==> config.mk <==
export PLATFORM = sky130hd
export DESIGN_NAME = battery_voltage_average_soc_estimate_core_flat
export DESIGN_NICKNAME = d
export VERILOG_FILES = /design/src/design/bvas_pkg.sv /design/src/design/bvas_if.sv /design/src/design/bvas_front.sv /design/src/design/bvas_fifo.sv /design/src/design/bvas_back.sv /design/src/design/battery_voltage_average_soc_estimate_core.sv /design/src/flat_wrapper.sv
export SDC_FILE = /design/constraint.sdc
export NUM_CORES = 1
export LEC_CHECK = 0
export ABC_AREA = 1
export BUFFER_PORTS_ARGS = -buffer_cell sky130_fd_sc_hd__buf_4
export CORE_UTILIZATION = 60
export CTS_CLUSTER_SIZE = 14
export DETAILED_ROUTE_END_ITERATION = 7
export PLACE_DENSITY = 0.87
export SLEW_MARGIN = 5
export SYNTH_ARGS = -nofsm -noshare
export SYNTH_HDL_FRONTEND = slang
export SYNTH_SLANG_ARGS = --single-unit
==> constraint.sdc <==
create_clock -name clk_i -period 15 [get_ports clk_i]
set_input_delay 1.5 -clock clk_i [delete_from_list [all_inputs] [get_ports clk_i]]
set_output_delay 1.5 -clock clk_i [all_outputs]
set_load 0.02 [all_outputs]
==> src/design/bvas_pkg.sv <==
// ----------------------------------------------------------------------------
// bvas_pkg
// Shared constants, queue entry type and voltage clamp for the battery
// voltage averager and charge estimator.
// ----------------------------------------------------------------------------
package bvas_pkg;

  localparam int unsigned HISTORY_DEPTH = 5;

  localparam int unsigned CODE_W  = 12;
  localparam int unsigned GBYTE_W = 8;
  localparam int unsigned VOLT_W  = 13;
  localparam int unsigned SOC_W   = 7;

  localparam int unsigned SLOT_W = (HISTORY_DEPTH > 1) ? $clog2(HISTORY_DEPTH) : 1;
  localparam int unsigned SUM_W  = VOLT_W + $clog2(HISTORY_DEPTH);

  // exact floor(sum / HISTORY_DEPTH) by reciprocal multiply
  localparam int unsigned AVG_SH    = SUM_W + $clog2(HISTORY_DEPTH);
  localparam int unsigned RECIP_W   = AVG_SH + 1;
  localparam longint unsigned AVG_RECIP =
    ((64'd1 << AVG_SH) + HISTORY_DEPTH - 1) / HISTORY_DEPTH;

  // floor(x / 100), exact for x below 43690 and for multiples of 4 below 2^17
  localparam int unsigned DIV100_SH    = 19;
  localparam int unsigned DIV100_W     = 13;
  localparam logic [DIV100_W-1:0] DIV100_RECIP = 13'd5243;

  localparam logic [VOLT_W-1:0] V_MAX        = 13'd4200;
  localparam logic [VOLT_W-1:0] V_LOW        = 13'd3500;
  localparam logic [VOLT_W-1:0] V_LOW_SUB    = 13'd3650;
  localparam logic [VOLT_W-1:0] V_FULL       = 13'd4180;
  localparam logic [VOLT_W-1:0] V_KNEE       = 13'd3680;
  localparam logic [VOLT_W-1:0] V_CHG_LO     = 13'd3790;
  localparam logic [VOLT_W-1:0] V_CHG_HI     = 13'd4050;
  localparam logic [VOLT_W-1:0] V_CHG_DROP   = 13'd100;
  localparam logic [VOLT_W-1:0] V_HIST_RESET = 13'd3900;
  localparam logic [VOLT_W-1:0] V_LAST_RESET = 13'd3850;

  localparam logic [SOC_W-1:0] SOC_MAX = 7'd100;

  localparam int unsigned FIFO_DEPTH = 2;
  localparam int unsigned FIFO_PTR_W = 1;
  localparam int unsigned FIFO_CNT_W = 2;

  typedef struct packed {
    logic              is_query;
    logic [VOLT_W-1:0] sample_mv;
    logic              gauge_full;
    logic              charging;
  } bvas_item_t;

  function automatic logic [VOLT_W-1:0] clamp_mv(input logic [VOLT_W:0] v);
    logic [VOLT_W-1:0] r;
    if (v >= {1'b0, V_MAX}) begin
      r = V_MAX;
    end else if (v <= {1'b0, V_LOW}) begin
      r = V_LOW_SUB;
    end else begin
      r = v[VOLT_W-1:0];
    end
    return r;
  endfunction

endpackage

==> src/design/bvas_if.sv <==
// ----------------------------------------------------------------------------
// bvas_if
// Request and response channels of the battery voltage averager.
// ----------------------------------------------------------------------------
interface bvas_in_if;
  import bvas_pkg::*;

  logic               valid;
  logic               ready;
  logic               op;
  logic [CODE_W-1:0]  cell_code;
  logic [GBYTE_W-1:0] gauge_soc_byte;
  logic               charging;

  modport source (output valid, op, cell_code, gauge_soc_byte, charging, input ready);
  modport sink   (input valid, op, cell_code, gauge_soc_byte, charging, output ready);
endinterface

interface bvas_out_if;
  import bvas_pkg::*;

  logic              valid;
  logic              ready;
  logic [VOLT_W-1:0] voltage_mv;
  logic [SOC_W-1:0]  soc_percent;

  modport source (output valid, voltage_mv, soc_percent, input ready);
  modport sink   (input valid, voltage_mv, soc_percent, output ready);
endinterface

==> src/design/bvas_front.sv <==
// ----------------------------------------------------------------------------
// bvas_front
// Request decode: converts a sample code to a clamped mV value and
// classifies the gauge byte before the request enters the queue.
// ----------------------------------------------------------------------------
module bvas_front (
  bvas_in_if.sink                req_i,
  output logic                   push_valid_o,
  output bvas_pkg::bvas_item_t   push_item_o,
  input  logic                   push_ready_i
);
  import bvas_pkg::*;

  localparam logic [6:0] TENS_SAT   = 7'd10;
  localparam logic [4:0] OFFSET_MAX = 5'd20;
  localparam logic [6:0] GAUGE_FULL = 7'd99;

  logic [CODE_W+2:0]            code_x5;
  logic [VOLT_W-1:0]            mv;
  logic [VOLT_W+DIV100_W-1:0]   tens_prod;
  logic [6:0]                   tens;
  logic [4:0]                   offset;
  logic [VOLT_W:0]              v_raw;

  assign code_x5   = ({3'b000, req_i.cell_code} << 2) + {3'b000, req_i.cell_code};
  assign mv        = code_x5[CODE_W+2:2];
  assign tens_prod = {{DIV100_W{1'b0}}, mv} * {{VOLT_W{1'b0}}, DIV100_RECIP};
  assign tens      = tens_prod[DIV100_SH +: 7];
  assign offset    = (tens >= TENS_SAT) ? OFFSET_MAX : {tens[3:0], 1'b0};
  assign v_raw     = {1'b0, mv} + {{(VOLT_W-4){1'b0}}, offset};

  assign push_item_o.is_query   = req_i.op;
  assign push_item_o.sample_mv  = clamp_mv(v_raw);
  assign push_item_o.gauge_full = (req_i.gauge_soc_byte[GBYTE_W-1:1] >= GAUGE_FULL);
  assign push_item_o.charging   = req_i.charging;

  assign push_valid_o = req_i.valid;
  assign req_i.ready  = push_ready_i;

endmodule

==> src/design/bvas_fifo.sv <==
// ----------------------------------------------------------------------------
// bvas_fifo
// Two-entry queue between request decode and the state/estimate pipeline.
// ----------------------------------------------------------------------------
module bvas_fifo (
  input  logic                 clk_i,
  input  logic                 rst_ni,
  input  logic                 push_valid_i,
  input  bvas_pkg::bvas_item_t push_item_i,
  output logic                 push_ready_o,
  output logic                 pop_valid_o,
  output bvas_pkg::bvas_item_t pop_item_o,
  input  logic                 pop_ready_i
);
  import bvas_pkg::*;

  bvas_item_t            mem_q [FIFO_DEPTH];
  logic [FIFO_PTR_W-1:0] wr_ptr_q, wr_ptr_d;
  logic [FIFO_PTR_W-1:0] rd_ptr_q, rd_ptr_d;
  logic [FIFO_CNT_W-1:0] cnt_q, cnt_d;
  logic                  push, pop;

  assign push_ready_o = (cnt_q != FIFO_CNT_W'(FIFO_DEPTH));
  assign pop_valid_o  = (cnt_q != '0);
  assign pop_item_o   = mem_q[rd_ptr_q];

  assign push = push_valid_i && push_ready_o;
  assign pop  = pop_valid_o && pop_ready_i;

  always_comb begin
    wr_ptr_d = push ? wr_ptr_q + 1'b1 : wr_ptr_q;
    rd_ptr_d = pop ? rd_ptr_q + 1'b1 : rd_ptr_q;
    cnt_d    = cnt_q;
    if (push && !pop) begin
      cnt_d = cnt_q + 1'b1;
    end else if (pop && !push) begin
      cnt_d = cnt_q - 1'b1;
    end
  end

  always_ff @(posedge clk_i or negedge rst_ni) begin
    if (!rst_ni) begin
      wr_ptr_q <= '0;
      rd_ptr_q <= '0;
      cnt_q    <= '0;
    end else begin
      wr_ptr_q <= wr_ptr_d;
      rd_ptr_q <= rd_ptr_d;
      cnt_q    <= cnt_d;
    end
  end

  always_ff @(posedge clk_i) begin
    if (push) begin
      mem_q[wr_ptr_q] <= push_item_i;
    end
  end

endmodule

==> src/design/bvas_back.sv <==
// ----------------------------------------------------------------------------
// bvas_back
// Voltage history, running average and stored voltage update, followed by
// the charge percent stage and the response register.
// ----------------------------------------------------------------------------
module bvas_back (
  input  logic                 clk_i,
  input  logic                 rst_ni,
  input  logic                 pop_valid_i,
  input  bvas_pkg::bvas_item_t pop_item_i,
  output logic                 pop_ready_o,
  bvas_out_if.source           rsp_o
);
  import bvas_pkg::*;

  localparam int unsigned DIV10_SH = 16;
  localparam logic [12:0] DIV10_RECIP = 13'd6554;
  localparam logic [11:0] HI_OFS = 12'd572;
  localparam logic [11:0] LO_OFS = 12'd1089;

  // state
  logic [VOLT_W-1:0] hist_q [HISTORY_DEPTH];
  logic [SLOT_W-1:0] slot_q, slot_d;
  logic              primed_q;
  logic [SUM_W-1:0]  sum_q, sum_d;
  logic [VOLT_W-1:0] last_q, last_d;

  // stage 1 and response register
  logic              s1_valid_q;
  logic [VOLT_W-1:0] s1_volt_q;
  logic              s1_query_q;
  logic              s1_full_q;
  logic              out_valid_q;
  logic [VOLT_W-1:0] out_volt_q;
  logic [SOC_W-1:0]  out_soc_q, soc_d;

  logic out_load, s1_load, pop;

  logic [VOLT_W-1:0]          v;
  logic [SUM_W+RECIP_W-1:0]   avg_prod;
  logic [VOLT_W-1:0]          lv_c;
  logic                       full;
  logic                       drop;

  logic [16:0] x16;
  logic [29:0] hi_prod;
  logic [11:0] hi_a;
  logic [14:0] y3;
  logic [27:0] lo_prod;
  logic [11:0] lo_a;
  logic [11:0] pct_raw;

  assign out_load    = !out_valid_q || rsp_o.ready;
  assign s1_load     = !s1_valid_q || out_load;
  assign pop_ready_o = s1_load;
  assign pop         = pop_valid_i && s1_load;

  // sample path: running sum over the history ring
  assign v = pop_item_i.sample_mv;

  always_comb begin
    if (primed_q) begin
      sum_d = sum_q - SUM_W'(hist_q[slot_q]) + SUM_W'(v);
    end else begin
      sum_d = SUM_W'(v) * SUM_W'(HISTORY_DEPTH);
    end
    slot_d = (32'(slot_q) == HISTORY_DEPTH - 1) ? '0 : slot_q + 1'b1;
  end

  assign avg_prod = (SUM_W+RECIP_W)'(sum_d) * (SUM_W+RECIP_W)'(AVG_RECIP);

  // query path
  assign lv_c = clamp_mv({1'b0, last_q});
  assign full = pop_item_i.gauge_full && (lv_c >= V_FULL);
  assign drop = !full && pop_item_i.charging && (lv_c <= V_CHG_HI) && (lv_c >= V_CHG_LO);

  always_comb begin
    if (pop_item_i.is_query) begin
      last_d = drop ? lv_c - V_CHG_DROP : lv_c;
    end else if (primed_q) begin
      last_d = avg_prod[AVG_SH +: VOLT_W];
    end else begin
      last_d = v;
    end
  end

  always_ff @(posedge clk_i or negedge rst_ni) begin
    if (!rst_ni) begin
      for (int i = 0; i < HISTORY_DEPTH; i++) begin
        hist_q[i] <= V_HIST_RESET;
      end
      slot_q   <= '0;
      primed_q <= 1'b0;
      sum_q    <= SUM_W'(V_HIST_RESET) * SUM_W'(HISTORY_DEPTH);
      last_q   <= V_LAST_RESET;
    end else if (pop) begin
      last_q <= last_d;
      if (!pop_item_i.is_query) begin
        for (int i = 0; i < HISTORY_DEPTH; i++) begin
          if (!primed_q || (32'(slot_q) == i)) begin
            hist_q[i] <= v;
          end
        end
        slot_q   <= slot_d;
        primed_q <= 1'b1;
        sum_q    <= sum_d;
      end
    end
  end

  always_ff @(posedge clk_i or negedge rst_ni) begin
    if (!rst_ni) begin
      s1_valid_q <= 1'b0;
    end else if (s1_load) begin
      s1_valid_q <= pop_valid_i;
    end
  end

  always_ff @(posedge clk_i) begin
    if (pop) begin
      s1_volt_q  <= last_d;
      s1_query_q <= pop_item_i.is_query;
      s1_full_q  <= full;
    end
  end

  // charge percent from the stored voltage
  assign x16     = {s1_volt_q, 4'b0000};
  assign hi_prod = {13'b0, x16} * {17'b0, DIV100_RECIP};
  assign hi_a    = hi_prod[DIV100_SH +: 11] == 11'd0 ? 12'd0 : {1'b0, hi_prod[DIV100_SH +: 11]};
  assign y3      = ({2'b00, s1_volt_q} << 1) + {2'b00, s1_volt_q};
  assign lo_prod = {13'b0, y3} * {15'b0, DIV10_RECIP};
  assign lo_a    = lo_prod[DIV10_SH +: 12];

  always_comb begin
    if (s1_volt_q >= V_KNEE) begin
      pct_raw = (hi_a > HI_OFS) ? hi_a - HI_OFS : '0;
    end else begin
      pct_raw = (lo_a > LO_OFS) ? lo_a - LO_OFS : '0;
    end
    if (!s1_query_q) begin
      soc_d = '0;
    end else if (s1_full_q || (pct_raw > 12'(SOC_MAX))) begin
      soc_d = SOC_MAX;
    end else begin
      soc_d = pct_raw[SOC_W-1:0];
    end
  end

  always_ff @(posedge clk_i or negedge rst_ni) begin
    if (!rst_ni) begin
      out_valid_q <= 1'b0;
    end else if (out_load) begin
      out_valid_q <= s1_valid_q;
    end
  end

  always_ff @(posedge clk_i) begin
    if (out_load && s1_valid_q) begin
      out_volt_q <= s1_volt_q;
      out_soc_q  <= soc_d;
    end
  end

  assign rsp_o.valid       = out_valid_q;
  assign rsp_o.voltage_mv  = out_volt_q;
  assign rsp_o.soc_percent = out_soc_q;

  // checks
  a_last_range: assert property (@(posedge clk_i) disable iff (!rst_ni)
    (last_q <= V_MAX) && (last_q > V_LOW))
    else $error("stored voltage out of range");

  a_slot_range: assert property (@(posedge clk_i) disable iff (!rst_ni)
    32'(slot_q) < HISTORY_DEPTH)
    else $error("history slot out of range");

  a_primed: assert property (@(posedge clk_i) disable iff (!rst_ni)
    pop && !pop_item_i.is_query |=> primed_q)
    else $error("sample did not prime history");

  a_soc_max: assert property (@(posedge clk_i) disable iff (!rst_ni)
    out_valid_q |-> (out_soc_q <= SOC_MAX))
    else $error("charge percent above 100");

  a_full_soc: assert property (@(posedge clk_i) disable iff (!rst_ni)
    out_load && s1_valid_q && s1_query_q && s1_full_q |=> (out_soc_q == SOC_MAX))
    else $error("full gauge did not report 100");

endmodule

==> src/design/battery_voltage_average_soc_estimate_core.sv <==
// ----------------------------------------------------------------------------
// battery_voltage_average_soc_estimate_core
// Battery voltage averager and state-of-charge estimator.
// ----------------------------------------------------------------------------
// Takes one request per cycle while the queue has room and returns one response
// per request, in order. A request is decoded into a two-entry queue; on a pop,
// the history and stored voltage update while stage 1 registers the voltage,
// and the charge percent is computed into the response register. The loop that
// bounds the rate is the stored-voltage update (running sum plus a reciprocal
// multiply for the average), which is combinational into its registers, so
// back-to-back samples and queries run at full rate. Backpressure on the
// response side fills the pipeline and queue before the request side stalls.
module battery_voltage_average_soc_estimate_core (
  input  logic       clk_i,
  input  logic       rst_ni,
  bvas_in_if.sink    req_i,
  bvas_out_if.source rsp_o
);
  import bvas_pkg::*;

  logic       push_valid, push_ready;
  bvas_item_t push_item;
  logic       pop_valid, pop_ready;
  bvas_item_t pop_item;

  bvas_front u_front (
    .req_i        (req_i),
    .push_valid_o (push_valid),
    .push_item_o  (push_item),
    .push_ready_i (push_ready)
  );

  bvas_fifo u_fifo (
    .clk_i        (clk_i),
    .rst_ni       (rst_ni),
    .push_valid_i (push_valid),
    .push_item_i  (push_item),
    .push_ready_o (push_ready),
    .pop_valid_o  (pop_valid),
    .pop_item_o   (pop_item),
    .pop_ready_i  (pop_ready)
  );

  bvas_back u_back (
    .clk_i       (clk_i),
    .rst_ni      (rst_ni),
    .pop_valid_i (pop_valid),
    .pop_item_i  (pop_item),
    .pop_ready_o (pop_ready),
    .rsp_o       (rsp_o)
  );

endmodule
==> src/flat_wrapper.sv <==
// flat-port wrapper written by rule: the top's interface ports become plain ports
module battery_voltage_average_soc_estimate_core_flat import bvas_pkg::*;
  (clk_i, rst_ni, req_i_valid, req_i_op, req_i_cell_code, req_i_gauge_soc_byte, req_i_charging, req_i_ready, rsp_o_valid, rsp_o_voltage_mv, rsp_o_soc_percent, rsp_o_ready);
  bvas_in_if req_i_i ();
  bvas_out_if rsp_o_i ();
  input  logic clk_i;
  input  logic rst_ni;
  input wire logic [$bits(req_i_i.valid)-1:0] req_i_valid;
  input wire logic [$bits(req_i_i.op)-1:0] req_i_op;
  input wire logic [$bits(req_i_i.cell_code)-1:0] req_i_cell_code;
  input wire logic [$bits(req_i_i.gauge_soc_byte)-1:0] req_i_gauge_soc_byte;
  input wire logic [$bits(req_i_i.charging)-1:0] req_i_charging;
  output wire logic [$bits(req_i_i.ready)-1:0] req_i_ready;
  output wire logic [$bits(rsp_o_i.valid)-1:0] rsp_o_valid;
  output wire logic [$bits(rsp_o_i.voltage_mv)-1:0] rsp_o_voltage_mv;
  output wire logic [$bits(rsp_o_i.soc_percent)-1:0] rsp_o_soc_percent;
  input wire logic [$bits(rsp_o_i.ready)-1:0] rsp_o_ready;
  assign req_i_i.valid = req_i_valid;
  assign req_i_i.op = req_i_op;
  assign req_i_i.cell_code = req_i_cell_code;
  assign req_i_i.gauge_soc_byte = req_i_gauge_soc_byte;
  assign req_i_i.charging = req_i_charging;
  assign req_i_ready = req_i_i.ready;
  assign rsp_o_valid = rsp_o_i.valid;
  assign rsp_o_voltage_mv = rsp_o_i.voltage_mv;
  assign rsp_o_soc_percent = rsp_o_i.soc_percent;
  assign rsp_o_i.ready = rsp_o_ready;
  battery_voltage_average_soc_estimate_core u_core (.clk_i(clk_i), .rst_ni(rst_ni), .req_i(req_i_i), .rsp_o(rsp_o_i));
endmodule
==> out/metrics.csv <==
metric,value,unit
yosys.area.top_type,ha_1,
detail_route.iter0.violations,1500,
yosysMostFrequentCell,inv_1,
wl,63000,um
worstSetupEndpointType,flop,
cts_resized,0,
reg2reg_depth,42,
timing.rr.end,u_core.u_back.last_q[9],
syn_nets,4032,
rrSetupSlack,4.73,ns
drc,0,
cts.path.max_buffers,2,
hold_end,u_core.u_fifo.cnt_q[0],
synth_seq_cells,171,
firstDrtPassIters,6,
core,43500,um^2
maxCapViolCount,0,
max_freq,0.0961,GHz
synth_edf_count,67,
status,"complete, no violations",
vias,21700,
slowest_delay,0.71,ns
crit_required,15.19,ns
die_area,45300,um^2
die_w,213,um
synth_top_cell_area_share,23.2,%
cpMostUsedCell,inv_1,
postCtsSetupBuffers,0,
io_pins,48,
ant_nets,0,
grt_pass1_vias,21600,
areaGrowthSynthToFinish,6.06,%
cp_max_fo,8,
worstSetupPathType,input port to flop,
critPathArrivalTime,10.60,ns
setup_viol,0,
cpLargestDelayFamily,adder cells,
min_path_type,flop to flop,
tritoncts_num_sinks,171,
cts_buffers,17,
clock_latency,0.45,ns
hold_start,u_core.u_fifo.cnt_q[0],
final_net_count,4072,
synthArstFlopShare,60.8,%
port_buffers,46,
detail_route.wl_per_cell,16.2,um
cts_tree,yes,
syn_area,26700,um^2
timing.rr.start,u_core.u_back.slot_q[0],
synth_area_leaders,"ha_1, fa_1, inv_1",
grt_use_total,29.1,%
via_per_inst,5.57,
start_kind,input port,
period_minus_slack,10.41,ns
period_share,69.4,%
cts_root_buf,clkbuf_16,
finClkSkew,0.0147,ns
num_rows,76,
critical_path_buf_inv_count,10,
yosys_warnings,0,
min_path_cells,1,
synth_seq_area_share,17.5,%
syn_avg_cell_area,8.21,um^2
cts.clk_slew.worst_paths,0.06,ns
slowest_stage,nor2_1,
cts_max_level,4,
tns,0,ns
dp_hpwl,52200,um
tightest_slew,1.14,ns
ys.flop_type,edfxtp_1,
ctsHoldBuffers,0,
place_congestion,0.983,
grt_max_degree,67,
hold_viol,0,
finalMaxSlewViolations,0,
grt_overflow,0,
netlist_top_cells_count,"inv_1, nand2_1, ha_1, fa_1, o21ai_0",
max-slew-margin-rel,24.0,%
grt_pass1_wl,104000,um
start_util,61.4,%
die_y,213,um
drive_gt1_share,7.63,%
syn_inst,3250,
antenna_found_initial,0,
ys_types,62,
rsz0062_at_grt,false,
## cell type report
type | instances | area, um^2
Clock buffer | 21 | 482
Timing Repair Buffer | 60 | 450
Antenna cell | 1 | 2.50
Sequential cell | 171 | 4680
Tap cell | 585 | 732
Fill cell | 3401 | 15200
Inverter | 692 | 2620
Multi-Input combinational cell | 2348 | 19200
Clock inverter | 11 | 108
## sequential cells by signal, summed over array words and instances (netlist names)
register and cells:
u_core.u_fifo.cnt_q 2, u_core.u_fifo.mem_q 32, u_core.u_back.s1_volt_q 13, u_core.u_back.s1_query_q 1
u_core.u_back.sum_q 16, u_core.u_back.last_q 13, u_core.u_fifo.rd_ptr_q 1, u_core.u_back.rsp_o.voltage_mv 13
u_core.u_back.rsp_o.soc_percent 7, u_core.u_back.slot_q 3, u_core.u_back.s1_valid_q 1, u_core.u_back.hist_q 65
u_core.u_back.rsp_o.valid 1, u_core.u_fifo.wr_ptr_q 1, u_core.u_back.s1_full_q 1, u_core.u_back.primed_q 1
## layer usage
metal  vias to the layer above  part of all wire, %  GRT usage (%)
li1                      10500                    -              -
met3                       149                  5.4           3.49
met1                     10300                   42           36.9
met5                         -                    0              0
met2                       707                   48           50.0
met4                         0                  3.9           12.1
## cell usage in the layout, fill, tap and decap left out, types with 5 or more instances in the layout
cell type  instances
inv_1            672
nor2_2            12
fa_1             261
clkbuf_16         18
o211ai_1          11
xor2_1            48
nand3_1          115
or2_2             10
dfrtp_1           52
a221o_1           13
xnor2_1           22
nand2_2           33
a21oi_1          162
o22ai_1            5
o21ai_1           23
nor3_2             7
nand4_1           38
o21ai_0          183
edfxtp_1          67
a31oi_1           11
o21bai_1          17
nand3_2            5
buf_4             60
nor2_1           156
dfstp_2           52
nor3_1            19
inv_2             17
ha_1             495
o21ai_2            5
nand2_1          640
## kinds of logic after synthesis
logic type,share of synthesized area [%]
buffers and inverters,10.4
AOI/OAI and AO/OA,9.81
adders and majority gates,42.8
DFF,17.5
xor gates and xnor gates,2.40
and+or+nand+nor,17.0
## through the flow
step	instances	hold slack (ns)	utilization, %	instance area, um^2	setup WS, ns
after floorplan	3250	0.446	-	26700	5.70
after global placement	3856	0.460	63.8	27700	4.68
after detailed placement	3856	0.464	63.8	27700	4.31
after CTS	3888	0.475	65.1	28300	4.76
after global routing	3888	0.502	65.1	28300	4.05
final	3889	0.476	65.1	28300	4.59
## how the worst max path moves through the flow
stage / start / endpoint / slack [ns] / cells after the start
final: req_i_cell_code[2] / u_core.u_fifo.mem_q[1][11] / 4.59 / 47
after detailed placement: req_i_cell_code[2] / u_core.u_fifo.mem_q[0][11] / 4.31 / 47
after CTS: req_i_cell_code[2] / u_core.u_fifo.mem_q[1][11] / 4.76 / 47
after global placement: req_i_cell_code[2] / u_core.u_fifo.mem_q[0][11] / 4.68 / 47
after floorplan: req_i_cell_code[0] / u_core.u_fifo.mem_q[0][11] / 5.70 / 46
after global routing: u_core.u_back.slot_q[0] / u_core.u_back.last_q[9] / 4.05 / 44
## worst register-to-register path, delay by kind of cell (launching register included)
family	cells	cell delay, ns
xor gates and xnor gates	1	0.26
adders and majority gates	9	4.22
DFF	1	0.37
buffers and inverters	5	0.88
and+or+nand+nor	18	1.97
AOI/OAI and AO/OA	9	2.53
Power is left out: the tool's default activity adds up to more than one toggle a clock period on the data nets, which glitch-free logic cannot reach.
